`src/hdl/vrot_pkg.sv`:
```
// Shared constants for the CORDIC vector rotator.
package vrot_pkg;

	localparam int COORD_WIDTH  = 16;
	localparam int ANGLE_WIDTH  = 16;
	localparam int ITERATIONS   = 16;

	// internal fixed point: angle is a 32-bit binary angle, pi = 2^31
	localparam int ANG_BITS     = 32;
	localparam int GUARD_BITS   = 24;
	localparam int GAIN_FRAC    = 30;
	localparam int ATAN_ENTRIES = 24;

	// 1/K of the CORDIC, Q30
	localparam logic [31:0] GAIN_Q30 = 32'd652032874;

	// atan(2^-i), full turn = 2^32
	localparam logic [ANG_BITS-1:0] ATAN_TAB [ATAN_ENTRIES] = '{
		32'h20000000, 32'h12E4051E, 32'h09FB385B, 32'h051111D4,
		32'h028B0D43, 32'h0145D7E1, 32'h00A2F61E, 32'h00517C55,
		32'h0028BE53, 32'h00145F2F, 32'h000A2F98, 32'h000517CC,
		32'h00028BE6, 32'h000145F3, 32'h0000A2FA, 32'h0000517D,
		32'h000028BE, 32'h0000145F, 32'h00000A30, 32'h00000518,
		32'h0000028C, 32'h00000146, 32'h000000A3, 32'h00000051
	};

endpackage

```
`src/hdl/vrot_cell.sv`:
```
// One CORDIC micro-rotation stage.
module vrot_cell #(
	parameter int WORK_WIDTH = vrot_pkg::COORD_WIDTH + vrot_pkg::GUARD_BITS + 3,
	parameter int STAGE      = 0
) (
	input  logic                          clk,
	input  logic                          arst_n,
	input  logic                          valid_in,
	output logic                          ready_out,
	input  logic signed [WORK_WIDTH-1:0]  x_in,
	input  logic signed [WORK_WIDTH-1:0]  y_in,
	input  logic [vrot_pkg::ANG_BITS-1:0] a_in,
	output logic                          valid_out,
	input  logic                          ready_in,
	output logic signed [WORK_WIDTH-1:0]  x_out,
	output logic signed [WORK_WIDTH-1:0]  y_out,
	output logic [vrot_pkg::ANG_BITS-1:0] a_out
);
	logic                          v_q;
	logic                          neg;
	logic signed [WORK_WIDTH-1:0]  dx, dy;

	assign ready_out = !v_q || ready_in;
	assign neg = a_in[vrot_pkg::ANG_BITS-1];
	assign dx  = y_in >>> STAGE;
	assign dy  = x_in >>> STAGE;

	always_ff @(posedge clk or negedge arst_n) begin
		if (!arst_n) begin
			v_q <= 1'b0;
		end else if (ready_out) begin
			v_q <= valid_in;
		end
	end

	always_ff @(posedge clk) begin
		if (ready_out && valid_in) begin
			if (neg) begin
				x_out <= x_in + dx;
				y_out <= y_in - dy;
				a_out <= a_in + vrot_pkg::ATAN_TAB[STAGE];
			end else begin
				x_out <= x_in - dx;
				y_out <= y_in + dy;
				a_out <= a_in - vrot_pkg::ATAN_TAB[STAGE];
			end
		end
	end

	assign valid_out = v_q;
endmodule

```
`config.mk`:
```
export PLATFORM = sky130hd
export DESIGN_NAME = vrot_cell
export DESIGN_NICKNAME = d
export VERILOG_FILES = /design/src/hdl/vrot_pkg.sv /design/src/hdl/vrot_cell.sv
export SDC_FILE = /design/constraint.sdc
export NUM_CORES = 1
export LEC_CHECK = 0
export ABC_AREA = 0
export BUFFER_PORTS_ARGS = -buffer_cell sky130_fd_sc_hd__buf_2
export CAP_MARGIN = 10
export CELL_PAD_IN_SITES_DETAIL_PLACEMENT = 0
export CELL_PAD_IN_SITES_GLOBAL_PLACEMENT = 1
export CORE_MARGIN = 5
export CORE_UTILIZATION = 45
export CTS_CLUSTER_SIZE = 12
export DETAILED_ROUTE_END_ITERATION = 6
export PLACE_DENSITY = 0.95
export SETUP_SLACK_MARGIN = 0.5
export SYNTH_ARGS = -nofsm -noshare
export SYNTH_HDL_FRONTEND = slang
export SYNTH_SLANG_ARGS = --single-unit
```
`constraint.sdc`:
```
create_clock -name clk -period 10.1 [get_ports clk]
set_clock_uncertainty 0.15 [all_clocks]
set_input_delay 2.02 -clock clk [delete_from_list [all_inputs] [get_ports clk]]
set_output_delay 2.02 -clock clk [all_outputs]
set_load 0.01 [all_outputs]
```
==> results of run 1 <==
## Yosys cell counts, drive strengths merged, types with 4 or more instances
cell / number
a21o: 22
o2111ai: 4
fa: 4
a21boi: 5
o211ai: 12
or2: 6
and3: 6
o311ai: 5
nand3: 21
a31oi: 12
ha: 126
a2111oi: 9
o21a: 8
or3: 10
o31a: 4
o21bai: 13
o221ai: 8
nand2: 72
clkbuf: 34
xnor2: 71
mux2i: 20
nor2b: 11
nor3: 24
o31ai: 19
a221oi: 7
a211oi: 17
edfxtp: 117
nand2b: 19
and2: 7
inv: 133
nor4: 13
a21oi: 170
nor2: 103
buf: 25
xor2: 12
o21ai: 108
nand4: 16
## routing by layer
metal,vias to the layer above,track usage
met3,53,0.04625
met1,5084,0.3606
li1,5173,-
met2,520,0.4149
met5,-,0
met4,0,0.06316
## report_power, final
part           internal [mW]  switching [mW]
registers              0.614          0.0124
logic                  0.231           0.411
clock network          0.345           0.272
## metrics by stage
| step | area [um^2] | utilization | total power, mW | cells |
|---|---|---|---|---|
| 4_1_cts | 13230 | 0.5316 | 1.885 | 1866 |
| 3_3_place_gp | 12660 | 0.5087 | 1.263 | 1834 |
| 6_report | 13230 | 0.5316 | 1.886 | 1866 |
| 3_5_place_dp | 12660 | 0.5087 | 1.267 | 1834 |
| 5_1_grt | 13230 | 0.5316 | 1.976 | 1866 |
| 2_1_floorplan | 11270 | - | 1.054 | 1319 |
## worst paths after layout
| check | start | endpoint | slack (ps) | cells after the start |
|---|---|---|---|---|
| worst min register to register | valid_out$_DFFE_PN0N_ | valid_out$_DFFE_PN0N_ | 380 | 2 |
| worst max register to register | valid_out$_DFFE_PN0N_ | x_out[12]$_DFFE_PP_ | 7650 | 3 |
| max in group asynchronous | arst_n | valid_out$_DFFE_PN0N_ | 8520 | 1 |
| worst min-delay path | valid_out$_DFFE_PN0N_ | valid_out$_DFFE_PN0N_ | 380 | 2 |
| worst max-delay path | x_in[4] | y_out[39]$_DFFE_PP_ | 4640 | 12 |
| min in group asynchronous | arst_n | valid_out$_DFFE_PN0N_ | 1200 | 1 |
## sequential cells by signal, indices dropped and copies added (netlist names)
name,cells
x_out,43
y_out,42
a_out,32
valid_out,1
## worst max-delay path: cells and delay by family
family                     cells  cell delay [ps]
xor gates and xnor gates       1              190
and+or+nand+nor                1              290
buffers and inverters          2              150
adders and majority gates      1              520
muxes                          1              120
AOI/OAI and AO/OA              6             2180
## layout make-up
| class | instances | area (um^2) |
|---|---|---|
| fill | 2350 | 11660 |
| timing repair buffer | 244 | 1231 |
| sequential | 118 | 3538 |
| tap | 330 | 412.9 |
| inverter | 136 | 510.5 |
| multi-input combinational | 1006 | 6969 |
| clock buffer | 17 | 425.4 |
| clock inverter | 15 | 143.9 |
## cell families (layout without fill, tap and decap cells)
kind of cell / count (synthesis) / after routing / synth area share
AOI/OAI and AO/OA: 454 / 454 / 0.2529
and+or+nand+nor: 317 / 317 / 0.1342
buffers and inverters: 195 / 412 / 0.06752
adders and majority gates: 130 / 130 / 0.1470
DFF: 118 / 118 / 0.3141
xor gates and xnor gates: 83 / 83 / 0.06453
muxes: 22 / 22 / 0.01977
==> flow_summary.yaml, run 1 <==
cts:
  htree_levels: 4
  clk-insertion-delay-late_ps: 430
  clock_sinks: 118
  ctsResizeCount: 0
  cts_tree: "built"
  hold_buffers: 0
  post-cts-setup-buffer-count: 0
  cts_made_buffers: 17
  cts.path.max_buffers: 2
  path_clk_slew_ps: 70
  clockRootBuffer: "clkbuf_16"
flow_run:
  drv_cap: 0
synthesis:
  syn_inst: 1319
  async_reset_ff_frac: 0.008475
  synth.avg_cell_area_um2: 8.541
  synth_area_leader_cell: "edfxtp_1"
  seq_area_frac_synth: 0.3141
  netlist.area_leader.share: 0.3119
  ys_top_cells_by_area: "edfxtp_1, ha_1, a21oi_1"
  yosysUniqueCellTypes: 72
  synth_ff_type: "edfxtp_1"
  ys_ff_latch: 118
  syn_nets: 1571
  synth-edff-count: 117
  synth_area_um2: 11270
  yosys_warnings: 0
timing:
  fin_hold_ws_ps: 384.5
  min_period_over_period: 0.5404
  finalSetupViolCount: 0
  hold_violations: 0
  final.setup.tns_ps: 0
  fmax_mhz: 183.2
  worstMarginPinSlew_ps: 1037
  min_period_ps: 5458
  rsz0062_at_grt: "no"
  relSlewSlack: 0.3085
  setup_slack_ps: 4642
  slew_viol_final: 0
min_path:
  hold_path.class: "flop to flop"
run_status:
  status: "complete, no violations"
global_route:
  overflow: 0
  grt_max_degree: 83
  antenna_found_initial: 0
  grt_pass1_vias: 10570
  grt_pass1_wl_um: 58570
  grt_use_total: 0.2576
place:
  port_buffers: 241
  place_congestion: 0.9745
  dpl_worst_slack_ps: 4280
  dp_hpwl_um: 29620
critical_path:
  required_ps: 10130
  critical_path.slowest_cell: "ha_1"
  crit_chain: "buf_2, inv_1, ha_1, and3_1, a221oi_1, o21ai_0, a21oi_1, o21ai_0, a21o_1, a21oi_1, mux2i_1, xnor2_1"
  arrival_ps: 5480
  worstPathMaxFanout: 15
  worstSetupPathType: "input pin to flop"
  cp-end-kind: "flop"
  cp_slowest_stage_delay_ps: 520
  start_kind: "input pin"
finish:
  layout-drive-gt1-share: 0.1966
  diodes: 0
  final_cell_mix: "buf_2, a21oi_1, inv_1"
  nets: 1775
  final_common_cell: "buf_2"
  area_growth_pct: 17.45
drt:
  routed_wl_um: 38070
  drcViolationCount: 0
  drt_iter0_drc: 1037
  vias: 10830
  viasPerCell: 5.804
  dr_wl_met3_um: 3140
  top_layer: "met4"
  drt-wirelength-per-cell_um: 20.40
  route.met2.wl_um: 17300
  ant_nets: 0
  met1Wirelength_um: 16870
  first_pass_iters: 6
floorplanning:
  core.rowCount: 58
  core-area_um2: 24890
  initial_core_util: 0.4526
  dieArea_um2: 28300
  io_pins: 242
  die_h_um: 168.2
  die_w_um: 168.2
power:
  pwr_density_cell_nw_per_um2: 142.5
  vdd_drop_max_v: 0.0001050
  leakagePower_nw: 5.792
Power figures use the tool's default switching activity.
==> inputs of run 2 (changes only) <==
- CORE_UTILIZATION: 45 -> 42
- PLACE_DENSITY: 0.95 -> 0.93
- clock period: 10.1 -> 5.2 ns (I/O delays scaled with it)
==> run 2 against run 1 <==
  * Clock power increased by 98%
  * Sequential power increased by 95%
  * Die area increased by 6.7%
  * Via count increased by 1.4%
  * Sequential share of layout area decreased by 0.14 points
  * Worst hold slack got worse by 160 ps
  * Combinational power increased by 96%
  * First-iteration DRC count increased by 3.1%
  * Critical path depth unchanged
  * Total power increased by 96%
  * Critical path type unchanged
  * Critical endpoint unchanged
  * Largest cell class unchanged
==> flow_summary.yaml, run 2 (synthesis gave the netlist of run 1 again) <==
run_status:
  status: "complete, no violations"
cts:
  clock_sinks: 118
  htree_levels: 4
  path_clk_slew_ps: 60
  post-cts-setup-buffer-count: 0
  hold_buffers: 0
  ctsResizeCount: 0
  cts.path.max_buffers: 2
  cts_tree: "built"
  clk-insertion-delay-late_ps: 420
  clockRootBuffer: "clkbuf_16"
  cts_made_buffers: 17
place:
  placed_cell_area_um2: 12720
  dp_hpwl_um: 30400
  port_buffers: 241
  place_congestion: 0.9633
timing:
  rsz0062_at_grt: "no"
  finalSetupViolCount: 0
  fmax_mhz: 222.4
  final.setup.tns_ps: 0
  min_period_over_period: 0.8647
  relSlewSlack: 0.4321
  worstMarginPinSlew_ps: 851.8
  hold_violations: 0
  min_period_ps: 4497
  slew_viol_final: 0
drt:
  ant_nets: 0
  first_pass_iters: 6
  drt-wirelength-per-cell_um: 20.51
  viasPerCell: 5.831
  vias: 10980
  drt_iter0_drc: 1069
  routed_wl_um: 38620
  drcViolationCount: 0
global_route:
  antenna_found_initial: 0
  grt_max_degree: 67
  grt_pass1_wl_um: 60320
  overflow: 0
  grt_pass1_vias: 10940
  grt_use_total: 0.2468
finish:
  nets: 1781
  fin_area_um2: 13300
  largest_register: "x_out"
  final_cell_mix: "buf_2, a21oi_1, inv_1"
  diodes: 0
  layout-drive-gt1-share: 0.1991
  reg_top3: "x_out: 43 flops, y_out: 42 flops, a_out: 32 flops"
  largest_reg_flops: 43
  area_growth_pct: 18.08
  final_common_cell: "buf_2"
min_path:
  hold_path.class: "input pin to asynchronous set/reset pin"
floorplanning:
  dieArea_um2: 30200
  die_w_um: 173.8
  initial_core_util: 0.4227
  core-area_um2: 26650
  io_pins: 242
  core.rowCount: 60
  die_h_um: 173.8
power:
  pwr_density_cell_nw_per_um2: 278.1
  vdd_drop_max_v: 0.0001672
  leakagePower_nw: 5.826
critical_path:
  required_ps: 5230
  cp-end-kind: "flop"
  start_kind: "input pin"
  arrival_ps: 4520
  worstSetupPathType: "input pin to flop"
  worstPathMaxFanout: 15
flow_run:
  drv_cap: 0
==> run 2: cell count changes in the layout (fill, tap and decap cells not counted) <==
cell and delta:
clkinv_2 +1, clkbuf_1 +1, inv_6 -5, bufinv_16 +1
buf_4 +6, clkinv_4 +2
==> run 2: routing by layer <==
metal,global-route usage,vias to the layer above,part of all wire,wire length (um)
met5,0,-,0,0
met4,0.08842,0,0.033,1256
met3,0.04711,81,0.076,2948
met2,0.3946,518,0.45,17410
met1,0.3347,5204,0.44,17010
li1,-,5177,-,-
==> run 2: through the flow <==
stage                     hold slack (ps)  instances  utilization  setup WS, ps  total power, mW
after floorplan                     472.1       1319            -         607.4            2.046
after global placement              353.8       1851       0.4773         421.7            2.463
after detailed placement            395.2       1851       0.4773         438.5            2.472
after CTS                           212.7       1883       0.4992         873.3            3.700
after global routing                213.4       1883       0.4992         590.1            3.875
final                               224.2       1883       0.4992         703.4            3.699
==> run 2: power breakdown <==
part / leakage [nW] / switching (mW) / internal (mW)
clock: 0.279 / 0.511 / 0.711
sequential: 1.13 / 0.0233 / 1.19
combinational: 4.42 / 0.808 / 0.454
==> run 2: layout make-up <==
cell class                      count  area (um^2)
Inverter                          136        510.5
Multi-Input combinational cell   1006         6969
Sequential cell                   118         3538
Fill cell                        2542        13350
Tap cell                          341        426.7
Timing Repair Buffer              250         1276
Clock buffer                       18        429.2
Clock inverter                     14        152.6
==> run 2: final timing paths <==
check	start	end	slack, ps	cells after the start
min in group clk	valid_out$_DFFE_PN0N_	valid_out$_DFFE_PN0N_	400	2
hold reg to reg	valid_out$_DFFE_PN0N_	valid_out$_DFFE_PN0N_	400	2
hold / removal	arst_n	valid_out$_DFFE_PN0N_	220	1
max in group asynchronous	arst_n	valid_out$_DFFE_PN0N_	4590	1
setup reg to reg	valid_out$_DFFE_PN0N_	x_out[37]$_DFFE_PP_	2960	3
setup / recovery	x_in[4]	y_out[39]$_DFFE_PP_	700	12
==> run 2: critical path, cell delays in order <==
cell and delay [ps]:
buf_2 120, inv_1 50, ha_1 510, and3_1 290, a221oi_1 520, o21ai_0 310
a21oi_1 500, o21ai_0 410, a21o_1 330, a21oi_1 160, mux2i_1 120, xnor2_1 170
