$ cat src/hdl/vrot_pkg.sv
// Shared constants for the CORDIC vector rotator.
package vrot_pkg;

	localparam int COORD_WIDTH  = 16;
	localparam int ANGLE_WIDTH  = 16;
	localparam int ITERATIONS   = 16;

	// internal fixed point: angle is a 32-bit binary angle, pi = 2^31
	localparam int ANG_BITS     = 32;
	localparam int GUARD_BITS   = 24;
	localparam int GAIN_FRAC    = 30;
	localparam int ATAN_ENTRIES = 24;

	// 1/K of the CORDIC, Q30
	localparam logic [31:0] GAIN_Q30 = 32'd652032874;

	// atan(2^-i), full turn = 2^32
	localparam logic [ANG_BITS-1:0] ATAN_TAB [ATAN_ENTRIES] = '{
		32'h20000000, 32'h12E4051E, 32'h09FB385B, 32'h051111D4,
		32'h028B0D43, 32'h0145D7E1, 32'h00A2F61E, 32'h00517C55,
		32'h0028BE53, 32'h00145F2F, 32'h000A2F98, 32'h000517CC,
		32'h00028BE6, 32'h000145F3, 32'h0000A2FA, 32'h0000517D,
		32'h000028BE, 32'h0000145F, 32'h00000A30, 32'h00000518,
		32'h0000028C, 32'h00000146, 32'h000000A3, 32'h00000051
	};

endpackage

$ cat src/hdl/vrot_finish.sv
// Output stage: drop guard bits toward zero, saturate, hold the result.
module vrot_finish #(
	parameter int COORD_WIDTH = vrot_pkg::COORD_WIDTH,
	parameter int WORK_WIDTH  = COORD_WIDTH + vrot_pkg::GUARD_BITS + 3
) (
	input  logic                         clk,
	input  logic                         arst_n,
	input  logic                         valid_in,
	output logic                         ready_out,
	input  logic signed [WORK_WIDTH-1:0] x_in,
	input  logic signed [WORK_WIDTH-1:0] y_in,
	output logic                         valid_out,
	input  logic                         ready_in,
	output logic signed [COORD_WIDTH:0]  rot_x,
	output logic signed [COORD_WIDTH:0]  rot_y
);
	localparam int G  = vrot_pkg::GUARD_BITS;
	localparam int RW = WORK_WIDTH - G;
	localparam logic signed [RW-1:0] LIM = {{(RW - COORD_WIDTH){1'b0}}, {COORD_WIDTH{1'b1}}};

	logic                        v_q;
	logic signed [WORK_WIDTH-1:0] bx, by, tx, ty;
	logic signed [RW-1:0]        rx, ry, cx, cy;

	// negative values get a bias so the shift rounds toward zero
	assign bx = x_in + {{(WORK_WIDTH - G){1'b0}}, {G{x_in[WORK_WIDTH-1]}}};
	assign by = y_in + {{(WORK_WIDTH - G){1'b0}}, {G{y_in[WORK_WIDTH-1]}}};
	assign tx = bx >>> G;
	assign ty = by >>> G;
	assign rx = tx[RW-1:0];
	assign ry = ty[RW-1:0];

	always_comb begin
		cx = rx;
		if (rx > LIM) begin
			cx = LIM;
		end else if (rx < -LIM) begin
			cx = -LIM;
		end
		cy = ry;
		if (ry > LIM) begin
			cy = LIM;
		end else if (ry < -LIM) begin
			cy = -LIM;
		end
	end

	assign ready_out = !v_q || ready_in;

	always_ff @(posedge clk or negedge arst_n) begin
		if (!arst_n) begin
			v_q <= 1'b0;
		end else if (ready_out) begin
			v_q <= valid_in;
		end
	end

	always_ff @(posedge clk) begin
		if (ready_out && valid_in) begin
			rot_x <= cx[COORD_WIDTH:0];
			rot_y <= cy[COORD_WIDTH:0];
		end
	end

	assign valid_out = v_q;
endmodule

$ cat config.mk
export PLATFORM = sky130hd
export DESIGN_NAME = vrot_finish
export DESIGN_NICKNAME = d
export VERILOG_FILES = /design/src/hdl/vrot_pkg.sv /design/src/hdl/vrot_finish.sv
export SDC_FILE = /design/constraint.sdc
export NUM_CORES = 1
export LEC_CHECK = 0
export ABC_AREA = 0
export BUFFER_PORTS_ARGS = -buffer_cell sky130_fd_sc_hd__buf_4
export CORE_MARGIN = 2
export CORE_UTILIZATION = 30
export DETAILED_ROUTE_END_ITERATION = 10
export HOLD_SLACK_MARGIN = 0.15
export PLACE_DENSITY = 0.5
export SYNTH_ARGS = -nofsm -noshare
export SYNTH_HDL_FRONTEND = slang
export SYNTH_SLANG_ARGS = --single-unit
export TNS_END_PERCENT = 5
$ cat constraint.sdc
create_clock -name clk -period 3.9 [get_ports clk]
set_clock_uncertainty 0.05 [all_clocks]
set_input_delay 0.39 -clock clk [delete_from_list [all_inputs] [get_ports clk]]
set_output_delay 0.39 -clock clk [all_outputs]
set_load 0.005 [all_outputs]
==> results_tabular.tex, run 1 <==
\begin{tabular}{lr}
\hline
Metric & Value \\
\hline
\multicolumn{2}{l}{\textbf{Die}} \\
\quad Die span in y & 111.8 um \\
\quad Count of pins on the block boundary & $\sim$130 \\
\quad Initial core utilization & 30.65\% \\
\quad Total number of placement rows & 39 \\
\quad Horizontal die dimension & 111.8 um \\
\quad Core footprint & 11370 um2 \\
\quad Full die area & 12490 um2 \\
\multicolumn{2}{l}{\textbf{STA}} \\
\quad Unrepaired setup endpoints after global routing & false \\
\quad Final period demand of the worst path & 3221 ps \\
\quad Final Hold Fails & 0 \\
\quad Max-slew headroom & 63.32\% \\
\quad Final sum of negative setup slack & 0 ps \\
\quad Final Setup Violations & 0 \\
\quad Actual slew at the worst max-slew pin & 550.2 ps \\
\quad Final cycle utilization of the critical path & 82.58\% \\
\quad Peak clock frequency supported by timing & 310.5 MHz \\
\quad Final count of pins violating max slew & 0 \\
\multicolumn{2}{l}{\textbf{Outcome}} \\
\quad Result of the run & complete, no violations \\
\multicolumn{2}{l}{\textbf{Synth}} \\
\quad Count of flip-flops with a built-in enable after synthesis & 34 \\
\quad Most frequent cells after synthesis & ha\_1, o21ai\_0, edfxtp\_1, nand2\_1, a21oi\_1 \\
\quad Leading area contributor after synthesis & edfxtp\_1 \\
\quad Most repeated cell in the gate-level netlist after synthesis & ha\_1 \\
\quad Post-synthesis sequential element count & 35 \\
\quad Cell area after synthesis & 3485 um2 \\
\quad Async set or reset register ratio after synthesis & 2.857\% \\
\quad Average instance area after synthesis & 9.122 um2 \\
\quad Portion of the post-synthesis area used by sequential elements & 30.02\% \\
\quad Yosys warnings & 0 \\
\quad Cell types with the largest area share after synthesis & edfxtp\_1, ha\_1, o21ai\_0 \\
\quad Count of different cell masters after synthesis & between 60 and 70 \\
\quad Top flip-flop cell by instance count after synthesis & edfxtp\_1 \\
\quad Top cell type's share of synthesized area & between 20\% and 30\% \\
\quad Number of instances in the synthesized netlist & around 380 \\
\quad Synth Net Count & 518 \\
\multicolumn{2}{l}{\textbf{Route}} \\
\quad Post-route DRC & 0 \\
\quad Routed wire length per instance & 14.55 um \\
\quad Vias post-DR & 3422 \\
\quad First drt pass iteration count & 4 \\
\quad Iteration-0 DRC count of the detailed router & about 170 \\
\quad Number of vias per cell & 5.209 \\
\quad WL final & roughly 9600 um \\
\quad Remaining number of nets flagged by the antenna check after routing & 0 \\
\multicolumn{2}{l}{\textbf{Setup path}} \\
\quad Arrival @ worst endpoint & 3200 ps \\
\quad RR Endpoint & rot\_x[13]\$\_SDFFCE\_PN1P\_ \\
\quad Largest fanout of any net on the critical path & 29 \\
\quad Worst setup path category & in -> reg \\
\quad Source of the critical timing path & x\_in[42] \\
\quad Sort of element at the end of the critical path & register \\
\quad Capture point of the worst path & rot\_x[0]\$\_SDFFCE\_PP1P\_ \\
\quad Register-to-register setup slack & 2480 ps \\
\quad Type of origin of the critical path & input port \\
\quad Required arrival time at the worst endpoint & 3880 ps \\
\quad Path depth of the worst reg2reg path & 3 \\
\quad Launch instance of the worst register-to-register path & valid\_out\$\_DFFE\_PN0N\_ \\
\multicolumn{2}{l}{\textbf{Hold path}} \\
\quad Class of the tightest hold or removal check & in -> reg \\
\multicolumn{2}{l}{\textbf{Cells and area}} \\
\quad Filler Cells Inserted & 1140 \\
\quad Layout overhead on the synthesized area & 36.16\% \\
\quad Core utilization of the finished layout & 41.73\% \\
\quad Share of layout cells above drive strength 1 & 29.18\% \\
\quad Net count, final & 649 \\
\quad Count of inserted antenna diode cells & 0 \\
\multicolumn{2}{l}{\textbf{Clock tree}} \\
\quad Number of buffers added by the clock tree synthesis step & 5 \\
\quad Clock insertion delay at the later pin of the skew report & 280 ps \\
\quad Post-CTS Resized & 0 \\
\quad CTS clk-pin slew, worst paths & 60 ps \\
\quad Post-CTS setup buffer count & 0 \\
\quad Clock root cell & clkbuf\_16 \\
\quad Max Root-Sink Buffers & 2 \\
\quad CTS tree & done \\
\quad Level count of the clock H-tree & 2 \\
\quad Number of buffers added to fix hold violations after cts & 1 \\
\quad Clock Sink Count & 35 \\
\multicolumn{2}{l}{\textbf{Power}} \\
\quad Total chip power & 1.219 mW \\
\quad Static leakage & a little under 2 nW \\
\quad Peak ir drop on the vdd network & 0.0001905 V \\
\quad Power density over cell area & 257.0 nW/um2 \\
\multicolumn{2}{l}{\textbf{GRT}} \\
\quad GRT Total Usage & 14.62\% \\
\quad Sum of overflow across all layers after global routing & 0 \\
\quad Vias in the first global route & 3170 \\
\quad Antenna violations before repair & 0 \\
\quad Wire length of the first global-routing pass & 15060 um \\
\quad Largest net degree at the start of global routing & 35 \\
\multicolumn{2}{l}{\textbf{Job}} \\
\quad Number of violations of the max-capacitance limit & 0 \\
\multicolumn{2}{l}{\textbf{Place}} \\
\quad Final weighted congestion in routability-driven placement & 0.8376 \\
\quad Number of port buffers & 125 \\
\quad DPL Wire Length & 7659 um \\
\hline
\end{tabular}
==> layout by cell type, fill, tap and decap left out, types with 2 or more instances in the layout <==
| master | n |
|---|---|
| and3b_1 | 2 |
| a221oi_1 | 2 |
| a21oi_1 | 31 |
| a2111oi_4 | 2 |
| edfxtp_1 | 34 |
| nor4_1 | 2 |
| and4_1 | 3 |
| nand3_1 | 16 |
| xor2_1 | 14 |
| a31o_2 | 2 |
| clkbuf_1 | 2 |
| o21bai_1 | 2 |
| and2_1 | 5 |
| nand2b_1 | 3 |
| and2_0 | 2 |
| nand4_1 | 11 |
| o22ai_1 | 5 |
| o211ai_1 | 2 |
| a21boi_0 | 2 |
| xnor2_1 | 13 |
| o21a_1 | 4 |
| a22o_1 | 2 |
| ha_1 | 46 |
| buf_4 | 128 |
| and3_1 | 9 |
| nor3_1 | 13 |
| nor2_1 | 26 |
| nand2_1 | 34 |
| clkbuf_16 | 5 |
| a311oi_1 | 3 |
| mux2_2 | 2 |
| a21o_1 | 6 |
| o31ai_1 | 3 |
| o21ai_0 | 37 |
| o31a_1 | 2 |
| a211oi_1 | 6 |
| inv_1 | 6 |
==> worst min path at each step <==
stage / start / to / slack (ps) / depth (start not counted)
floorplan: arst_n / valid_out$_DFFE_PN0N_ / 40 / 0
global route: valid_in / valid_out$_DFFE_PN0N_ / 270 / 2
finish: valid_in / valid_out$_DFFE_PN0N_ / 260 / 2
CTS: valid_in / valid_out$_DFFE_PN0N_ / 260 / 2
global placement: arst_n / valid_out$_DFFE_PN0N_ / 120 / 1
detailed placement: arst_n / valid_out$_DFFE_PN0N_ / 120 / 1
==> logic make-up (layout without fill, tap and decap cells) <==
logic type	count (synthesis)	after routing	synth area share [%]
compound gates	124	124	24.24
buf+inv	11	143	1.436
simple gates	137	137	20.36
xor+xnor	27	27	6.786
fa+ha+maj	46	46	16.52
mux	2	2	0.6463
flops	35	35	30.02
==> layer usage <==
metal	GRT usage [%]	up-vias	wire [um]
met4	4.527	0	133
met3	1.579	9	495
met1	19.80	1557	4356
met2	24.57	102	4571
li1	-	1754	-
met5	0	-	0
==> critical path: stages <==
cell	delay (ps)
buf_4	280
ha_1	310
a21o_1	180
a221oi_1	340
o21ai_0	150
o21ai_1	410
a2111oi_4	140
nor3_1	190
a311o_1	500
and3b_1	240
o31ai_1	60
==> where the power goes <==
part / switching, mW / internal [mW] / total, mW
sequential: 0.00665 / 0.446 / 0.453
clock: 0.151 / 0.236 / 0.387
combinational: 0.194 / 0.185 / 0.380
total: 0.352 / 0.867 / 1.22
==> cell type report <==
class	count	area (um2)	share of cell area (%)
clock buffers	7	132.6	2.795
flip-flops and latches	35	1046	22.05
clock inverters	1	5.005	0.1055
inverters	6	22.52	0.4747
repair buffers	129	970.9	20.46
well taps	143	178.9	3.771
multi-input cells	336	2389	50.34
==> metrics by stage <==
| stage | hold WS [ps] | worst slack, ps | std cells | instance area, um2 |
|---|---|---|---|---|
| 3_3_place_gp | 116.5 | 477.2 | 648 | 4597 |
| 5_1_grt | 266.7 | 371.3 | 657 | 4745 |
| 2_1_floorplan | 44.41 | 1031 | 382 | 3485 |
| 6_report | 260.2 | 679.4 | 657 | 4745 |
| 3_5_place_dp | 116.4 | 388.4 | 648 | 4597 |
| 4_1_cts | 255.8 | 676.3 | 657 | 4745 |
==> sequential cells by signal, summed over array words and instances (netlist names) <==
name	cells
rot_x	17
rot_y	17
valid_out	1
Note: power is estimated with default switching activity, not from simulation.
==> inputs of run 2 (changes only) <==
--- a/config.mk
+++ b/config.mk
@@ -5,13 +5,13 @@
 export SDC_FILE = /design/constraint.sdc
 export NUM_CORES = 1
 export LEC_CHECK = 0
-export ABC_AREA = 0
+export ABC_AREA = 1
 export BUFFER_PORTS_ARGS = -buffer_cell sky130_fd_sc_hd__buf_4
 export CORE_MARGIN = 2
 export CORE_UTILIZATION = 30
 export DETAILED_ROUTE_END_ITERATION = 10
 export HOLD_SLACK_MARGIN = 0.15
-export PLACE_DENSITY = 0.5
+export PLACE_DENSITY = 0.48
 export SYNTH_ARGS = -nofsm -noshare
 export SYNTH_HDL_FRONTEND = slang
 export SYNTH_SLANG_ARGS = --single-unit
==> constraint.sdc (replaced) <==
create_clock -name clk -period 2.85 [get_ports clk]
set_clock_uncertainty 0.05 [all_clocks]
set_input_delay 0.285 -clock clk [delete_from_list [all_inputs] [get_ports clk]]
set_output_delay 0.285 -clock clk [all_outputs]
set_load 0.005 [all_outputs]
==> results_tabular.tex, run 2 <==
\begin{tabular}{lr}
\hline
Metric & Value \\
\hline
\multicolumn{2}{l}{\textbf{STA}} \\
\quad Final period demand of the worst path & between 2000 and 3000 ps \\
\quad Peak clock frequency supported by timing & 391.4 MHz \\
\quad Final Setup Violations & 0 \\
\quad Unrepaired setup endpoints after global routing & false \\
\quad Max-slew headroom & 72.43\% \\
\quad Final count of pins violating max slew & 0 \\
\quad Final Hold Fails & 0 \\
\quad Final sum of negative setup slack & 0 ps \\
\quad Actual slew at the worst max-slew pin & 413.5 ps \\
\quad Final cycle utilization of the critical path & between 80\% and 90\% \\
\multicolumn{2}{l}{\textbf{GRT}} \\
\quad GRT Total Usage & 17.97\% \\
\quad Sum of overflow across all layers after global routing & 0 \\
\quad Wire length of the first global-routing pass & $\sim$32000 um \\
\quad Largest net degree at the start of global routing & 35 \\
\quad Antenna violations before repair & 0 \\
\quad Vias in the first global route & 6802 \\
\multicolumn{2}{l}{\textbf{Die}} \\
\quad Core footprint & approximately 20000 um2 \\
\quad Die span in y & 146.9 um \\
\quad Total number of placement rows & 52 \\
\quad Count of pins on the block boundary & roughly 130 \\
\quad Horizontal die dimension & 146.9 um \\
\quad Full die area & 21580 um2 \\
\quad Initial core utilization & 30.38\% \\
\multicolumn{2}{l}{\textbf{Route}} \\
\quad Remaining number of nets flagged by the antenna check after routing & 0 \\
\quad Number of vias per cell & 4.265 \\
\quad Vias post-DR & 7037 \\
\quad Routed wire length per instance & 11.53 um \\
\quad First drt pass iteration count & 4 \\
\quad WL final & 19030 um \\
\quad Post-route DRC & 0 \\
\quad Iteration-0 DRC count of the detailed router & 329 \\
\multicolumn{2}{l}{\textbf{Setup path}} \\
\quad Largest fanout of any net on the critical path & 19 \\
\quad Worst setup path category & in -> reg \\
\quad Type of origin of the critical path & input port \\
\quad Sort of element at the end of the critical path & register \\
\quad Required arrival time at the worst endpoint & 2820 ps \\
\quad Arrival @ worst endpoint & 2530 ps \\
\quad Maximum single-stage delay on the critical path & 310 ps \\
\quad Most prevalent standard cell on the critical path & nand2\_1 \\
\quad Register-to-register setup slack & 1500 ps \\
\quad Crit path cell chain & buf\_6, buf\_12, ha\_1, nand2\_1, inv\_1, nand2\_1, nand2\_1, inv\_1, nand2\_1, nand2\_1, nand2\_1, nand2\_1, nand2\_2, nand2\_1, nand2\_1, nand2\_1, nor2\_1, nand4\_1, nand2\_1, nand2\_4, nand2\_1, nand2\_1 \\
\quad Critical-path top delay cell & ha\_1 \\
\multicolumn{2}{l}{\textbf{Synth}} \\
\quad Async set or reset register ratio after synthesis & 2.857\% \\
\quad Yosys warnings & 0 \\
\quad Synth Net Count & 1305 \\
\quad Count of flip-flops with a built-in enable after synthesis & 34 \\
\quad Post-synthesis sequential element count & 35 \\
\quad Leading area contributor after synthesis & nand2\_1 \\
\quad Most frequent cells after synthesis & nand2\_1, inv\_1, nor2\_1, nand3\_1, ha\_1 \\
\quad Top flip-flop cell by instance count after synthesis & edfxtp\_1 \\
\quad Average instance area after synthesis & 5.241 um2 \\
\quad Cell types with the largest area share after synthesis & nand2\_1, edfxtp\_1, inv\_1 \\
\quad Most repeated cell in the gate-level netlist after synthesis & nand2\_1 \\
\quad Top cell type's share of synthesized area & between 30\% and 40\% \\
\quad Cell area after synthesis & roughly 6000 um2 \\
\quad Count of different cell masters after synthesis & 34 \\
\quad Number of instances in the synthesized netlist & 1169 \\
\quad Portion of the post-synthesis area used by sequential elements & roughly 17\% \\
\multicolumn{2}{l}{\textbf{Clock tree}} \\
\quad Level count of the clock H-tree & 2 \\
\quad Number of buffers added by the clock tree synthesis step & 5 \\
\quad Clock root cell & clkbuf\_16 \\
\quad Clock Sink Count & 35 \\
\quad Max Root-Sink Buffers & 2 \\
\quad Clock insertion delay at the later pin of the skew report & 270 ps \\
\quad Post-CTS setup buffer count & 0 \\
\quad CTS clk-pin slew, worst paths & 50 ps \\
\quad CTS tree & done \\
\multicolumn{2}{l}{\textbf{Power}} \\
\quad Power density over cell area & 261.1 nW/um2 \\
\quad Total chip power & 2.138 mW \\
\quad Peak ir drop on the vdd network & 0.0002431 V \\
\quad Static leakage & 4.962 nW \\
\multicolumn{2}{l}{\textbf{Cells and area}} \\
\quad Filler Cells Inserted & 2363 \\
\quad Share of layout cells above drive strength 1 & approximately 17\% \\
\quad Net count, final & 1515 \\
\quad Count of inserted antenna diode cells & 0 \\
\quad Commonest non-fill, non-tap cells in the layout & nand2\_1, inv\_1, buf\_4 \\
\quad Sequential cell area & 1046 um2 \\
\quad Layout overhead on the synthesized area & 33.65\% \\
\quad Finished layout cell area & between 8000 and 9000 um2 \\
\quad Total area of multi-input combinational cells & 4046 um2 \\
\quad Most common cell after layout, fill and taps aside & nand2\_1 \\
\multicolumn{2}{l}{\textbf{Place}} \\
\quad Number of port buffers & 125 \\
\quad Final weighted congestion in routability-driven placement & 0.8887 \\
\quad DPL Wire Length & 16940 um \\
\quad Instance area at placement & 8009 um2 \\
\multicolumn{2}{l}{\textbf{Hold path}} \\
\quad Class of the tightest hold or removal check & in -> reg \\
\multicolumn{2}{l}{\textbf{Job}} \\
\quad Number of violations of the max-capacitance limit & 0 \\
\multicolumn{2}{l}{\textbf{Outcome}} \\
\quad Result of the run & complete, no violations \\
\hline
\end{tabular}
## run 2: path summary, 6_finish.rpt
| check | startpoint | endpoint | cells after the start |
|---|---|---|---|
| min reg2reg | valid_out$_DFFE_PN0N_ | valid_out$_DFFE_PN0N_ | 2 |
| max in group asynchronous | arst_n | valid_out$_DFFE_PN0N_ | 2 |
| max | y_in[42] | rot_y[13]$_SDFFCE_PN1P_ | 22 |
| min in group asynchronous | arst_n | valid_out$_DFFE_PN0N_ | 2 |
| max reg2reg | valid_out$_DFFE_PN0N_ | rot_y[8]$_SDFFCE_PN1P_ | 2 |
| min | valid_in | valid_out$_DFFE_PN0N_ | 3 |
## run 2: layout make-up
class,instances,share of cell area [%]
flip-flops and latches,35,12.77
clock inverters,2,0.09167
well taps,270,4.125
multi-input cells,859,49.41
inverters,270,12.38
clock buffers,6,1.574
repair buffers,208,19.65
## run 2: cells by family after synthesis
logic type | count (synthesis) | synth area share (%)
flip-flops | 35 | 17.07
AO/OA/AOI/OAI | 37 | 3.267
buffers and inverters | 275 | 17.50
adder cells (fa/ha/maj) | 46 | 9.393
AND/OR/NAND/NOR | 772 | 52.07
XOR/XNOR | 4 | 0.6945
## run 2: metrics by stage
| stage | hold slack (ps) | utilization [%] | instances | setup WS, ps |
|---|---|---|---|---|
| 2_1_floorplan | -60.59 | - | 1169 | 257.7 |
| 3_3_place_gp | 10.39 | 39.71 | 1641 | -180.9 |
| 3_5_place_dp | 11.35 | 39.71 | 1641 | -180.8 |
| 4_1_cts | 196.1 | 40.43 | 1650 | 98.73 |
| 5_1_grt | 200.6 | 40.60 | 1650 | 14.26 |
| 6_report | 196.2 | 40.60 | 1650 | 295.0 |
## run 2: critical path: cells and delay by family
family        cells  cell delay (ps)
fa+ha+maj         1              310
simple gates     17             1520
buf+inv           4              400
## run 2: timing repair
| item | in CTS | in global routing |
|---|---|---|
| endpoints found under the hold margin | 1 | 0 |
| gates resized for setup | 0 | 9 |
| hold buffers | 1 | 0 |
| endpoints found under the setup margin | 0 | 32 |
## run 2: metal layers
layer | track usage (%) | vias up | part of all wire, % | wire [um]
met1 | 26.31 | 2984 | 52 | 9852
met5 | 0 | - | 0 | 0
met3 | 1.615 | 4 | 4.3 | 825
li1 | - | 3919 | - | -
met4 | 1.154 | 0 | 0.23 | 43
met2 | 30.14 | 130 | 44 | 8307
## run 2: report_power, final
part	internal (mW)	switching [mW]	leakage, nW
clock	0.317	0.182	0.0659
sequential	0.611	0.0126	0.328
combinational	0.433	0.583	4.57
