`src/hdl/vrot_pkg.sv`:
```
// Shared constants for the CORDIC vector rotator.
package vrot_pkg;

	localparam int COORD_WIDTH  = 16;
	localparam int ANGLE_WIDTH  = 16;
	localparam int ITERATIONS   = 16;

	// internal fixed point: angle is a 32-bit binary angle, pi = 2^31
	localparam int ANG_BITS     = 32;
	localparam int GUARD_BITS   = 24;
	localparam int GAIN_FRAC    = 30;
	localparam int ATAN_ENTRIES = 24;

	// 1/K of the CORDIC, Q30
	localparam logic [31:0] GAIN_Q30 = 32'd652032874;

	// atan(2^-i), full turn = 2^32
	localparam logic [ANG_BITS-1:0] ATAN_TAB [ATAN_ENTRIES] = '{
		32'h20000000, 32'h12E4051E, 32'h09FB385B, 32'h051111D4,
		32'h028B0D43, 32'h0145D7E1, 32'h00A2F61E, 32'h00517C55,
		32'h0028BE53, 32'h00145F2F, 32'h000A2F98, 32'h000517CC,
		32'h00028BE6, 32'h000145F3, 32'h0000A2FA, 32'h0000517D,
		32'h000028BE, 32'h0000145F, 32'h00000A30, 32'h00000518,
		32'h0000028C, 32'h00000146, 32'h000000A3, 32'h00000051
	};

endpackage

```
`src/hdl/vrot_prep.sv`:
```
// Front end: quadrant fold, then gain compensation multiply.
module vrot_prep #(
	parameter int COORD_WIDTH = vrot_pkg::COORD_WIDTH,
	parameter int ANGLE_WIDTH = vrot_pkg::ANGLE_WIDTH,
	parameter int WORK_WIDTH  = COORD_WIDTH + vrot_pkg::GUARD_BITS + 3
) (
	input  logic                                clk,
	input  logic                                arst_n,
	input  logic                                valid_in,
	output logic                                ready_out,
	input  logic signed [COORD_WIDTH-1:0]       vec_x,
	input  logic signed [COORD_WIDTH-1:0]       vec_y,
	input  logic signed [ANGLE_WIDTH-1:0]       turn_angle,
	output logic                                valid_out,
	input  logic                                ready_in,
	output logic signed [WORK_WIDTH-1:0]        x_out,
	output logic signed [WORK_WIDTH-1:0]        y_out,
	output logic [vrot_pkg::ANG_BITS-1:0]       a_out,
	output logic [1:0]                          occupancy
);
	localparam int EW = COORD_WIDTH + 1;
	localparam int PW = EW + 32;
	localparam int GAIN_SHIFT = vrot_pkg::GAIN_FRAC - vrot_pkg::GUARD_BITS;

	logic [vrot_pkg::ANG_BITS-1:0] a_in;
	logic                          fold;
	logic signed [EW-1:0]          x_ext, y_ext;

	logic                          v_s1, v_s2;
	logic signed [EW-1:0]          x_s1, y_s1;
	logic [vrot_pkg::ANG_BITS-1:0] a_s1;
	logic signed [PW-1:0]          px, py, sx, sy;
	logic                          rdy_s1, rdy_s2;

	assign a_in  = {turn_angle, {(vrot_pkg::ANG_BITS - ANGLE_WIDTH){1'b0}}};
	// angle at or beyond +pi/2, or below -pi/2: turn the vector by pi, angle by pi
	assign fold  = a_in[vrot_pkg::ANG_BITS-1] ^ a_in[vrot_pkg::ANG_BITS-2];
	assign x_ext = {vec_x[COORD_WIDTH-1], vec_x};
	assign y_ext = {vec_y[COORD_WIDTH-1], vec_y};

	assign rdy_s2    = !v_s2 || ready_in;
	assign rdy_s1    = !v_s1 || rdy_s2;
	assign ready_out = rdy_s1;

	always_ff @(posedge clk or negedge arst_n) begin
		if (!arst_n) begin
			v_s1 <= 1'b0;
		end else if (rdy_s1) begin
			v_s1 <= valid_in;
		end
	end

	always_ff @(posedge clk) begin
		if (rdy_s1 && valid_in) begin
			x_s1 <= fold ? -x_ext : x_ext;
			y_s1 <= fold ? -y_ext : y_ext;
			a_s1 <= {a_in[vrot_pkg::ANG_BITS-1] ^ fold, a_in[vrot_pkg::ANG_BITS-2:0]};
		end
	end

	assign px = PW'(x_s1) * $signed({1'b0, vrot_pkg::GAIN_Q30});
	assign py = PW'(y_s1) * $signed({1'b0, vrot_pkg::GAIN_Q30});
	assign sx = px >>> GAIN_SHIFT;
	assign sy = py >>> GAIN_SHIFT;

	always_ff @(posedge clk or negedge arst_n) begin
		if (!arst_n) begin
			v_s2 <= 1'b0;
		end else if (rdy_s2) begin
			v_s2 <= v_s1;
		end
	end

	always_ff @(posedge clk) begin
		if (rdy_s2 && v_s1) begin
			x_out <= sx[WORK_WIDTH-1:0];
			y_out <= sy[WORK_WIDTH-1:0];
			a_out <= a_s1;
		end
	end

	assign valid_out = v_s2;
	assign occupancy = {v_s2, v_s1};
endmodule

```
`config.mk`:
```
export PLATFORM = sky130hd
export DESIGN_NAME = vrot_prep
export DESIGN_NICKNAME = d
export VERILOG_FILES = /design/src/hdl/vrot_pkg.sv /design/src/hdl/vrot_prep.sv
export SDC_FILE = /design/constraint.sdc
export NUM_CORES = 1
export LEC_CHECK = 0
export BUFFER_PORTS_ARGS = -buffer_cell sky130_fd_sc_hd__buf_2
export CORE_MARGIN = 2
export CORE_UTILIZATION = 25
export DETAILED_ROUTE_END_ITERATION = 8
export GPL_TIMING_DRIVEN = 0
export PLACE_DENSITY = 0.41
export SETUP_SLACK_MARGIN = 0.15
export SLEW_MARGIN = 10
export SYNTH_ARGS = -nofsm -noshare
export SYNTH_HDL_FRONTEND = slang
export SYNTH_SLANG_ARGS = --single-unit
```
`constraint.sdc`:
```
create_clock -name clk -period 16.6 [get_ports clk]
set_input_delay 1.66 -clock clk [delete_from_list [all_inputs] [get_ports clk]]
set_output_delay 1.66 -clock clk [all_outputs]
set_load 0.02 [all_outputs]
```
==> results of run 1 <==
-- metal layers --
metal	global-route usage, %	share of wire (%)
met1	20.3	48
met2	23.1	46
met3	2.45	3.7
met4	4.22	2.0
met5	0	0.044
-- per-stage QoR --
| stage | cell area (µm²) | util (%) |
|---|---|---|
| floorplan | 22900 | - |
| global placement | 25200 | 27.9 |
| detailed placement | 25200 | 28.0 |
| CTS | 25900 | 28.7 |
| global route | 25900 | 28.7 |
| finish | 25900 | 28.7 |
-- kinds of logic (layout without fill, tap and decap cells) --
kind of cell    count (synthesis)  after routing  share of synthesized area [%]
buf+inv                       639            830                           10.8
fa+ha+maj                     715            715                           51.6
xor+xnor                      111            111                           4.25
mux                             1              1                         0.0492
compound gates                292            292                           8.32
other cells                     1             19                         0.0164
flops                         152            152                           19.9
simple gates                  238            238                           5.06
-- path summary, 6_finish.rpt --
| kind | from | slack [ns] | endpoint |
|---|---|---|---|
| setup / recovery | y_s1[6] | 9.10 | y_out[40] |
| hold / removal | a_s1[22] | 0.42 | a_out[22] |
| setup reg to reg | y_s1[6] | 9.10 | y_out[40] |
| hold reg to reg | a_s1[22] | 0.42 | a_out[22] |
| max in group asynchronous | arst_n | 15.59 | v_s1 |
| min in group asynchronous | arst_n | 0.92 | valid_out |
-- cell type report --
class,instances,area (µm²)
buffer,61,304
sequential,152,4550
clock inverter,14,205
antenna,3,7.51
multi-input combinational,1373,15900
timing repair buffer,159,841
tap,1176,1470
fill,9590,64400
clock buffer,18,429
inverter,578,2170
-- synthesized netlist by cell type, types with 12 or more instances --
library cell  instances
xor2_1               54
nor2_1               52
o21bai_1             12
a21o_1               49
and3_1               12
a21oi_1              90
fa_1                380
inv_1               578
buf_4                20
ha_1                335
nand3_1              16
clkbuf_1             39
edfxtp_1            150
nor3_1               13
nand4_1              20
nand2_1              75
xnor2_1              57
o21ai_0              50
-- worst reg2reg max path, delay by kind of cell (launching register included) --
family | cells | cell delay [ns]
buffers and inverters | 6 | 0.59
xor gates and xnor gates | 1 | 0.19
AOI/OAI and AO/OA | 6 | 2.31
DFF | 1 | 0.69
adders and majority gates | 7 | 3.30
and+or+nand+nor | 1 | 0.16
-- registers in the layout (all words and copies together) (netlist names) --
name and count:
x_out 42, y_out 42, x_s1 17, y_s1 17, a_out 16, a_s1 16
v_s1 1, valid_out 1
==> out/metrics.csv, run 1 <==
stage,metric,value,unit
run_status,status,"complete, no violations",
global_route,GRT Total Usage,14.6,%
routing,DR pass1 iterations,5,
setup_path,worst path arrival time,7.74,ns
clocking,hold-fix buffers at CTS,0,
clocking,clock-pin slew on the worst setup and hold paths,0.08,ns
floorplan,Die ar.,93900,µm²
cells_and_area,nets,3109,
global_route,largest net degree at the start of global routing,54,
setup_path,CP top delay family,adder cells,
synth,Yosys warning count,0,
global_route,antenna violations before repair,10,
timing,Tmin final,7.50,ns
hold_path,worst hold path depth,0,
synth,Post-synth EDFFs,150,
routing,routed wire length,65.6,mm
place,dpl ws,9.17,ns
clocking,CTS tree,yes,
timing,FMAX,133,MHz
timing,Setup Viol. Count Final,0,
routing,post-route ant nets,0,
routing,drt wl/cell,18.6,µm
floorplan,DIE HEIGHT,306,µm
setup_path,cells on worst reg2reg path,21,
clocking,clock buffer count from CTS,17,
place,RD Place Congestion,0.905,
setup_path,endpoint class of the critical path,flip-flop,
cells_and_area,"commonest non-fill, non-tap cell in the layout",inv_1,
setup_path,class of the most critical setup path,reg -> reg,
synth,async set-reset flop share out of synthesis,1.32,%
timing,Slew Limit Fails,0,
cells_and_area,synthesis-to-finish area growth,13.2,%
synth,mean post-synth cell area,10.6,µm²
synth,cell accounting for the most synthesized area,fa_1,
run,# Max-Cap Violations,0,
floorplan,core region area,90300,µm²
cells_and_area,share of layout cells above drive strength 1,9.81,%
timing,Tightest Pin Transition,0.865,ns
cells_and_area,"commonest non-fill, non-tap cells in the layout","inv_1, fa_1, ha_1",
global_route,global-route wire length before repair,101,mm
synth,Syn Std Cell Area,22900,µm²
timing,Slew headroom,41.9,%
synth,top cell type's share of synthesized area,33.3,%
timing,endpoints failing hold,0,
synth,prevailing post-synth register cell,edfxtp_1,
routing,initial detailed-routing violation count,702,
place,placed insts,3499,
setup_path,WP depth,21,
synth,Syn Inst Count,2149,
place,Port Buffer Count,157,
clocking,Clock Path Buffers,2,
floorplan,Starting Density,25.3,%
global_route,gr ovfl total,0,
clocking,CTS sink count,152,
global_route,vias in the first global route,16649,
synth,top post-synthesis cells by area,"fa_1, edfxtp_1, ha_1",
setup_path,worst path bufs/invs,6,
timing,clock skew,0.0233,ns
timing,RSZ-0062 raised after global routing,false,
synth,synth unique cells,63,
synth,"Seq/Total Area, Yosys",19.9,%
timing,setup TNS,0,ns
clocking,# resized after CTS,0,
routing,DR DRC count,0,
clocking,postcts setup bufs,0,
clocking,Clock Latency Late Sink,0.52,ns
synth,#FFs+latches synth,152,
timing,period utilisation layout,45.2,%
setup_path,crit-path max FO,7,
setup_path,"Largest stage delay, worst path",0.77,ns
clocking,Root Driver,clkbuf_16,
setup_path,critical path cell sequence,inv_1 > ha_1 > inv_1 > fa_1 > fa_1 > inv_1 > fa_1 > inv_1 > fa_1 > inv_1 > fa_1 > inv_1 > ha_1 > and2_1 > a22oi_1 > a21boi_0 > a21oi_1 > o211ai_1 > a221oi_1 > o41ai_1 > xor2_1,
floorplan,IO Count,174,
cells_and_area,final non-filler cell total,3534,
setup_path,CP startpoint kind,flip-flop,
timing,hold_ws,0.422,ns
clocking,H-tree levels,4,
setup_path,"most used cell, CP",inv_1,
routing,Via Count,15264,
hold_path,Hold Crit Class,reg -> reg,
timing,final worst slack,9.10,ns
setup_path,required time of the critical path,16.84,ns
floorplan,Chip Width,306,µm
place,DPL Wire Length,56.8,mm
setup_path,Worst path slowest cell,a221oi_1,
routing,vias per inst,4.32,
floorplan,row count,110,
Power of run 1 is left out: the tool's default activity adds up to more than one toggle a clock period on the data nets, which glitch-free logic cannot reach.
==> inputs of run 2 (changes only) <==
Settings changed: ABC_AREA from default to 1, PLACE_DENSITY 0.41 to 0.42.
Clock period 16.6 ns to 6.4 ns, I/O delays scaled along.
==> run 2 against run 1 <==
  * Synthesized area rose by 10%
  * First-iteration DRC count is 11% higher
  * Sequential share of layout area down 1.6 points
  * Hold slack lost 0.10 ns
  * Flip-flop and latch count unchanged
  * Setup slack worse by 8.7 ns
  * Count of clock-buffer cells in the layout is the same
  * Critical endpoint is now y_out[33]
  * Synthesized cell count grew 37%
  * Via count up 16%
  * Die area rose by 10%
  * Register-to-register slack worse by 8.7 ns
  * Global-route usage grew 0.19 points
==> out/metrics.csv, run 2 <==
stage,metric,value,unit,change
cells_and_area,"commonest non-fill, non-tap cell in the layout",inv_1,,unchanged
synth,top cell type's share of synthesized area,30.1,%,was 33.3%
routing,post-route ant nets,0,,unchanged
timing,hold_ws,0.321,ns,was 0.422 ns
timing,RSZ-0062 raised after global routing,false,,unchanged
setup_path,CP startpoint,y_s1[6],,unchanged
cells_and_area,"commonest non-fill, non-tap cells in the layout","inv_1, nand2_1, fa_1",,"was inv_1, fa_1, ha_1"
clocking,CTS sink count,152,,unchanged
routing,DR pass1 iterations,5,,unchanged
synth,cell with the most instances after synthesis,inv_1,,unchanged
clocking,Root Driver,clkbuf_16,,unchanged
setup_path,CP startpoint kind,flip-flop,,unchanged
setup_path,cells on worst reg2reg path,25,,was 21
synth,prevailing post-synth register cell,edfxtp_1,,unchanged
hold_path,Hold Crit Class,in -> reg,,was reg -> reg
synth,synth unique cells,33,,was 63
setup_path,"Largest stage delay, worst path",0.74,ns,was 0.77 ns
hold_path,hold path startpoint,turn_angle[7],,was a_s1[22]
setup_path,FF-to-FF End,y_out[33],,was y_out[40]
synth,Yosys warning count,0,,unchanged
global_route,GRT Total Usage,14.7,%,was 14.6%
cells_and_area,fill count,10878,,"was 9,590"
setup_path,WP depth,25,,was 21
synth,most frequent cells after synthesis,"inv_1, nand2_1, fa_1, ha_1, nor2_1",,"was inv_1, fa_1, ha_1, edfxtp_1, a21oi_1"
timing,Slew headroom,52.6,%,was 41.9%
cells_and_area,synthesis-to-finish area growth,12.7,%,was 13.2%
synth,mean post-synth cell area,8.56,µm²,was 10.6 µm²
clocking,CTS tree,yes,,unchanged
cells_and_area,biggest registers after layout,"x_out x42, y_out x42",,unchanged
floorplan,IO Count,174,,unchanged
global_route,gr ovfl total,0,,unchanged
place,Area after DPL,27900,µm²,"was 25,200 µm²"
timing,endpoints failing hold,0,,unchanged
synth,Post-synth EDFFs,150,,unchanged
clocking,clock-pin slew on the worst setup and hold paths,0.07,ns,was 0.08 ns
place,DPL Wire Length,65.0,mm,was 56.8 mm
cells_and_area,register cell area after layout,4550,µm²,unchanged
global_route,vias in the first global route,19023,,was 16.6k
timing,Slew Limit Fails,0,,unchanged
synth,"Seq/Total Area, Yosys",18.0,%,was 19.9%
cells_and_area,Finished Cell Area,28500,µm²,"was 25,900 µm²"
floorplan,row count,116,,was 110
setup_path,CP Capture Point,y_out[33],,was y_out[40]
floorplan,Chip Width,322,µm,was 306 µm
routing,drt wl/cell,16.2,µm,was 18.6 µm
timing,Tightest Pin Transition,0.710,ns,was 0.865 ns
clocking,Clock Path Buffers,2,,unchanged
synth,async set-reset flop share out of synthesis,1.32,%,unchanged
setup_path,crit-path max FO,7,,unchanged
setup_path,CP top delay family,adder cells,,unchanged
timing,clock skew,0.0132,ns,was 0.0233 ns
synth,Syn Std Cell Area,25300,µm²,"was 22,900 µm²"
clocking,clock buffer count from CTS,17,,unchanged
routing,vias per inst,3.96,,was 4.32
clocking,H-tree levels,4,,unchanged
routing,routed wire length,72.4,mm,was 65.6 mm
routing,Via Count,17655,,was 15.3k
setup_path,required time of the critical path,6.64,ns,was 16.84 ns
floorplan,Die ar.,104000,µm²,"was 93,900 µm²"
setup_path,Worst path slowest cell,edfxtp_1,,was a221oi_1
place,Port Buffer Count,157,,unchanged
cells_and_area,nets,3918,,"was 3,109"
synth,cell accounting for the most synthesized area,fa_1,,unchanged
floorplan,DIE HEIGHT,322,µm,was 306 µm
synth,top post-synthesis cells by area,"fa_1, edfxtp_1, ha_1",,unchanged
run,# Max-Cap Violations,0,,unchanged
setup_path,"reg-to-reg slack, setup",0.43,ns,was 9.10 ns
setup_path,endpoint class of the critical path,flip-flop,,unchanged
routing,DR DRC count,0,,unchanged
floorplan,core region area,100000,µm²,"was 90,300 µm²"
global_route,antenna violations before repair,1,,was 10
timing,Tmin final,5.97,ns,was 7.50 ns
routing,initial detailed-routing violation count,776,,was 702
run_status,status,"complete, no violations",,unchanged
setup_path,worst path arrival time,6.21,ns,was 7.74 ns
synth,#FFs+latches synth,152,,unchanged
global_route,largest net degree at the start of global routing,44,,was 54
global_route,global-route wire length before repair,113,mm,was 101 mm
synth,Syn Inst Count,2953,,"was 2,149"
timing,Setup Viol. Count Final,0,,unchanged
cells_and_area,area of the multi-input gates,17200,µm²,"was 15,900 µm²"
timing,period utilisation layout,93.3,%,was 45.2%
cells_and_area,share of layout cells above drive strength 1,9.86,%,was 9.81%
place,RD Place Congestion,0.884,,was 0.905
clocking,Clock Latency Late Sink,0.50,ns,was 0.52 ns
setup_path,class of the most critical setup path,reg -> reg,,unchanged
setup_path,R2R Path Start,y_s1[6],,unchanged
setup_path,worst path bufs/invs,8,,was 6
floorplan,Starting Density,25.2,%,was 25.3%
timing,FMAX,167,MHz,was 133 MHz
-- run 2: cell types whose count changed after synthesis, sizes merged, moves of 12 or more --
cell	delta
a21o	-49
a21oi	-33
and3	-12
clkbuf	-38
inv	+334
nand2	+611
nand3	+66
nor2	+131
o21ai	-42
xnor2	-42
-- run 2: cells by family (layout without fill, tap and decap cells) --
family / after synthesis / in the layout / synth area share (%)
and+or+nand+nor: 980 / 980 / 16.4
AOI/OAI and AO/OA: 94 / 94 / 2.06
DFF: 152 / 152 / 18.0
xor gates and xnor gates: 75 / 75 / 2.60
buffers and inverters: 936 / 1132 / 14.2
other: 1 / 17 / 0.0148
adders and majority gates: 715 / 715 / 46.7
-- run 2: per-stage QoR --
| stage | setup slack (ns) | utilization (%) | TNS (ns) | instances |
|---|---|---|---|---|
| floorplan | 0.302 | - | 0 | 2968 |
| global placement | -3.05 | 27.7 | -301.73 | 4423 |
| detailed placement | 0.379 | 27.8 | 0 | 4428 |
| CTS | 0.370 | 28.4 | 0 | 4461 |
| global route | 0.166 | 28.4 | 0 | 4463 |
| finish | 0.429 | 28.4 | 0 | 4463 |
-- run 2: worst min path at each step --
stage | end | slack, ns | cells after the start
6_report | a_s1[23] | 0.32 | 1
5_1_grt | a_s1[23] | 0.28 | 1
4_1_cts | a_s1[23] | 0.26 | 1
3_5_place_dp | a_out[23] | 0.40 | 0
3_3_place_gp | a_out[21] | 0.40 | 0
2_1_floorplan | v_s1 | 0.34 | 0
-- run 2: routing by layer --
layer	GRT usage [%]	vias to the layer above	routed length [µm]
met5	0	-	0
met4	3.66	0	1160
met3	1.75	47	1530
met2	26.6	189	36700
met1	18.6	8346	33000
li1	-	9073	-
-- run 2: cell type report --
class	instances	area share, %
Buffer	24	0.593
Clock inverter	14	0.606
Timing Repair Buffer	164	3.22
Multi-Input combinational cell	1880	60.3
Clock buffer	18	1.51
Antenna cell	1	0.00878
Sequential cell	152	16.0
Tap cell	1298	5.70
Inverter	912	12.0
-- run 2: what timing repair did --
item                                    in CTS  in global routing
resized for setup                            0                  1
hold endpoints to repair                     2                  0
hold buffers                                 1                  0
setup buffers                                0                  1
endpoints found under the setup margin       0                  4
Power of run 2 is left out for the same reason.
==> inputs of run 3 (changes only) <==
Settings changed: GPL_TIMING_DRIVEN 0 to default, PLACE_DENSITY 0.42 to default, PLACE_DENSITY_LB_ADDON from default to 0.05.
==> run 3 against run 2 <==
  * Design area down 0.12%
  * Global-route usage grew 2.5 points
  * Maximum frequency shrank 0.26%
  * Flip-flop and latch count stayed put
  * Non-clock buffer count is 2 lower
  * Clock skew grew 0.023 ns
  * Critical path depth decreased by 5
  * Die area unchanged
  * Highest routed layer unchanged
==> out/metrics.csv, run 3 (synthesized netlist as in run 2, its figures left out) <==
stage,metric,value,unit,change
floorplan,core region area,100000,µm²,unchanged
clocking,Root Driver,clkbuf_16,,unchanged
run,# Max-Cap Violations,0,,unchanged
cells_and_area,biggest registers after layout,"x_out x42, y_out x42",,unchanged
timing,RSZ-0062 raised after global routing,true,,was false
timing,period utilisation layout,93.5,%,was 93.3%
routing,Via Count,18400,,was 17.7k
clocking,CTS sink count,152,,unchanged
hold_path,Hold Crit Class,in -> reg,,unchanged
routing,DR DRC count,0,,unchanged
clocking,Clock Path Buffers,2,,unchanged
place,DPL Wire Length,76.9,mm,was 65.0 mm
routing,post-route ant nets,0,,unchanged
timing,Tmin final,5.99,ns,was 5.97 ns
routing,initial detailed-routing violation count,1183,,was 776
global_route,largest net degree at the start of global routing,49,,was 44
floorplan,Die ar.,104000,µm²,unchanged
setup_path,crit-path max FO,6,,was 7
setup_path,R2R Path Start,y_s1[12],,was y_s1[6]
setup_path,CP startpoint,y_s1[12],,was y_s1[6]
place,RD Place Congestion,0.854,,was 0.884
setup_path,CP startpoint kind,flip-flop,,unchanged
place,placed insts,4423,,"was 4,428"
floorplan,DIE HEIGHT,322,µm,unchanged
clocking,Clock Latency Late Sink,0.54,ns,was 0.50 ns
timing,final worst slack,0.414,ns,was 0.429 ns
global_route,vias in the first global route,20090,,was 19.0k
global_route,GRT Total Usage,17.3,%,was 14.7%
place,dpl ws,0.435,ns,was 0.379 ns
routing,routed wire length,85.8,mm,was 72.4 mm
cells_and_area,fill count,10890,,about the same
hold_path,hold path startpoint,turn_angle[8],,was turn_angle[7]
cells_and_area,"commonest non-fill, non-tap cell in the layout",inv_1,,unchanged
timing,Slew Limit Fails,0,,unchanged
routing,DR pass1 iterations,5,,unchanged
clocking,H-tree levels,4,,unchanged
floorplan,Chip Width,322,µm,unchanged
timing,clock skew,0.0366,ns,was 0.0132 ns
cells_and_area,"commonest non-fill, non-tap cells in the layout","inv_1, nand2_1, fa_1",,unchanged
global_route,antenna violations before repair,1,,unchanged
global_route,global-route wire length before repair,129,mm,was 113 mm
routing,drt wl/cell,19.2,µm,was 16.2 µm
timing,Slew headroom,18.3,%,was 52.6%
timing,FMAX,167,MHz,about the same
setup_path,worst path arrival time,6.25,ns,was 6.21 ns
cells_and_area,fin util,28.4,%,about the same
cells_and_area,synthesis-to-finish area growth,12.6,%,was 12.7%
timing,setup TNS,0,ns,unchanged
clocking,clock buffer count from CTS,17,,unchanged
place,Port Buffer Count,157,,unchanged
floorplan,IO Count,174,,unchanged
cells_and_area,nets,3916,,"was 3,918"
floorplan,Starting Density,25.2,%,unchanged
global_route,gr ovfl total,0,,unchanged
run_status,status,"complete, no violations",,unchanged
clocking,clock-pin slew on the worst setup and hold paths,0.09,ns,was 0.07 ns
floorplan,row count,116,,unchanged
timing,Setup Viol. Count Final,0,,unchanged
setup_path,endpoint class of the critical path,flip-flop,,unchanged
timing,Tightest Pin Transition,1.22,ns,was 0.710 ns
timing,endpoints failing hold,0,,unchanged
routing,vias per inst,4.12,,was 3.96
clocking,CTS tree,yes,,unchanged
cells_and_area,final non-filler cell total,4461,,"was 4,463"
setup_path,required time of the critical path,6.66,ns,was 6.64 ns
setup_path,class of the most critical setup path,reg -> reg,,unchanged
cells_and_area,share of layout cells above drive strength 1,9.84,%,was 9.86%
-- run 3: changes by cell type in the layout (fill, tap and decap cells not counted), moves of 2 or more --
cell and delta:
buf_2 -3, bufinv_16 +2, clkinvlp_4 -3, buf_16 -2
buf_12 -3, buf_4 +7
-- run 3: repair_timing --
action | CTS | global route
setup buffers | 0 | 4
hold buffers | 1 | 0
gates resized for setup | 0 | 1
hold endpoints to repair | 2 | 0
setup endpoints to repair | 0 | 2
-- run 3: layout make-up --
| cell class | count | area, µm² | share of cell area, % |
|---|---|---|---|
| timing repair buffer | 186 | 1010 | 3.54 |
| tap | 1298 | 1620 | 5.71 |
| clock inverter | 14 | 221 | 0.778 |
| inverter | 912 | 3420 | 12.0 |
| sequential | 152 | 4550 | 16.0 |
| multi-input combinational | 1880 | 17200 | 60.4 |
| antenna | 1 | 2.50 | 0.00880 |
| clock buffer | 18 | 429 | 1.51 |
-- run 3: per-stage QoR --
| stage | hold WS (ns) | instance area (µm²) |
|---|---|---|
| after CTS | 0.263 | 28400 |
| after global placement | 0.401 | 27800 |
| after detailed placement | 0.406 | 27800 |
| after floorplan | 0.344 | 25300 |
| after global routing | 0.277 | 28400 |
| final | 0.303 | 28500 |
-- run 3: per-layer routing --
layer	global-route usage, %	share of wire, %
met1	26.4	53
met2	25.1	40
met3	3.28	5.3
met4	3.18	1.1
met5	0	0
-- run 3: worst max-delay path: stages, from the launching register on --
cell and delay [ns]:
edfxtp_1 0.65, ha_1 0.56, inv_1 0.15, fa_1 0.48
inv_1 0.18, fa_1 0.50, fa_1 0.49, fa_1 0.50
inv_1 0.05, fa_1 0.47, inv_1 0.04, ha_1 0.39
nand2_1 0.15, nor2_2 0.21, nand2_1 0.16, nor2_1 0.12
nand2_1 0.08, nand3_2 0.20, nand2_1 0.13, nand3_1 0.09
nand2_1 0.09
-- run 3: final timing paths --
kind	end	slack (ns)	cells after the start
max	y_out[35]	0.41	20
min	a_s1[24]	0.30	1
max reg2reg	y_out[35]	0.41	20
min reg2reg	a_out[30]	0.40	0
max in group asynchronous	v_s1	5.87	2
min in group asynchronous	valid_out	0.40	2
Power of run 3 is left out for the same reason.
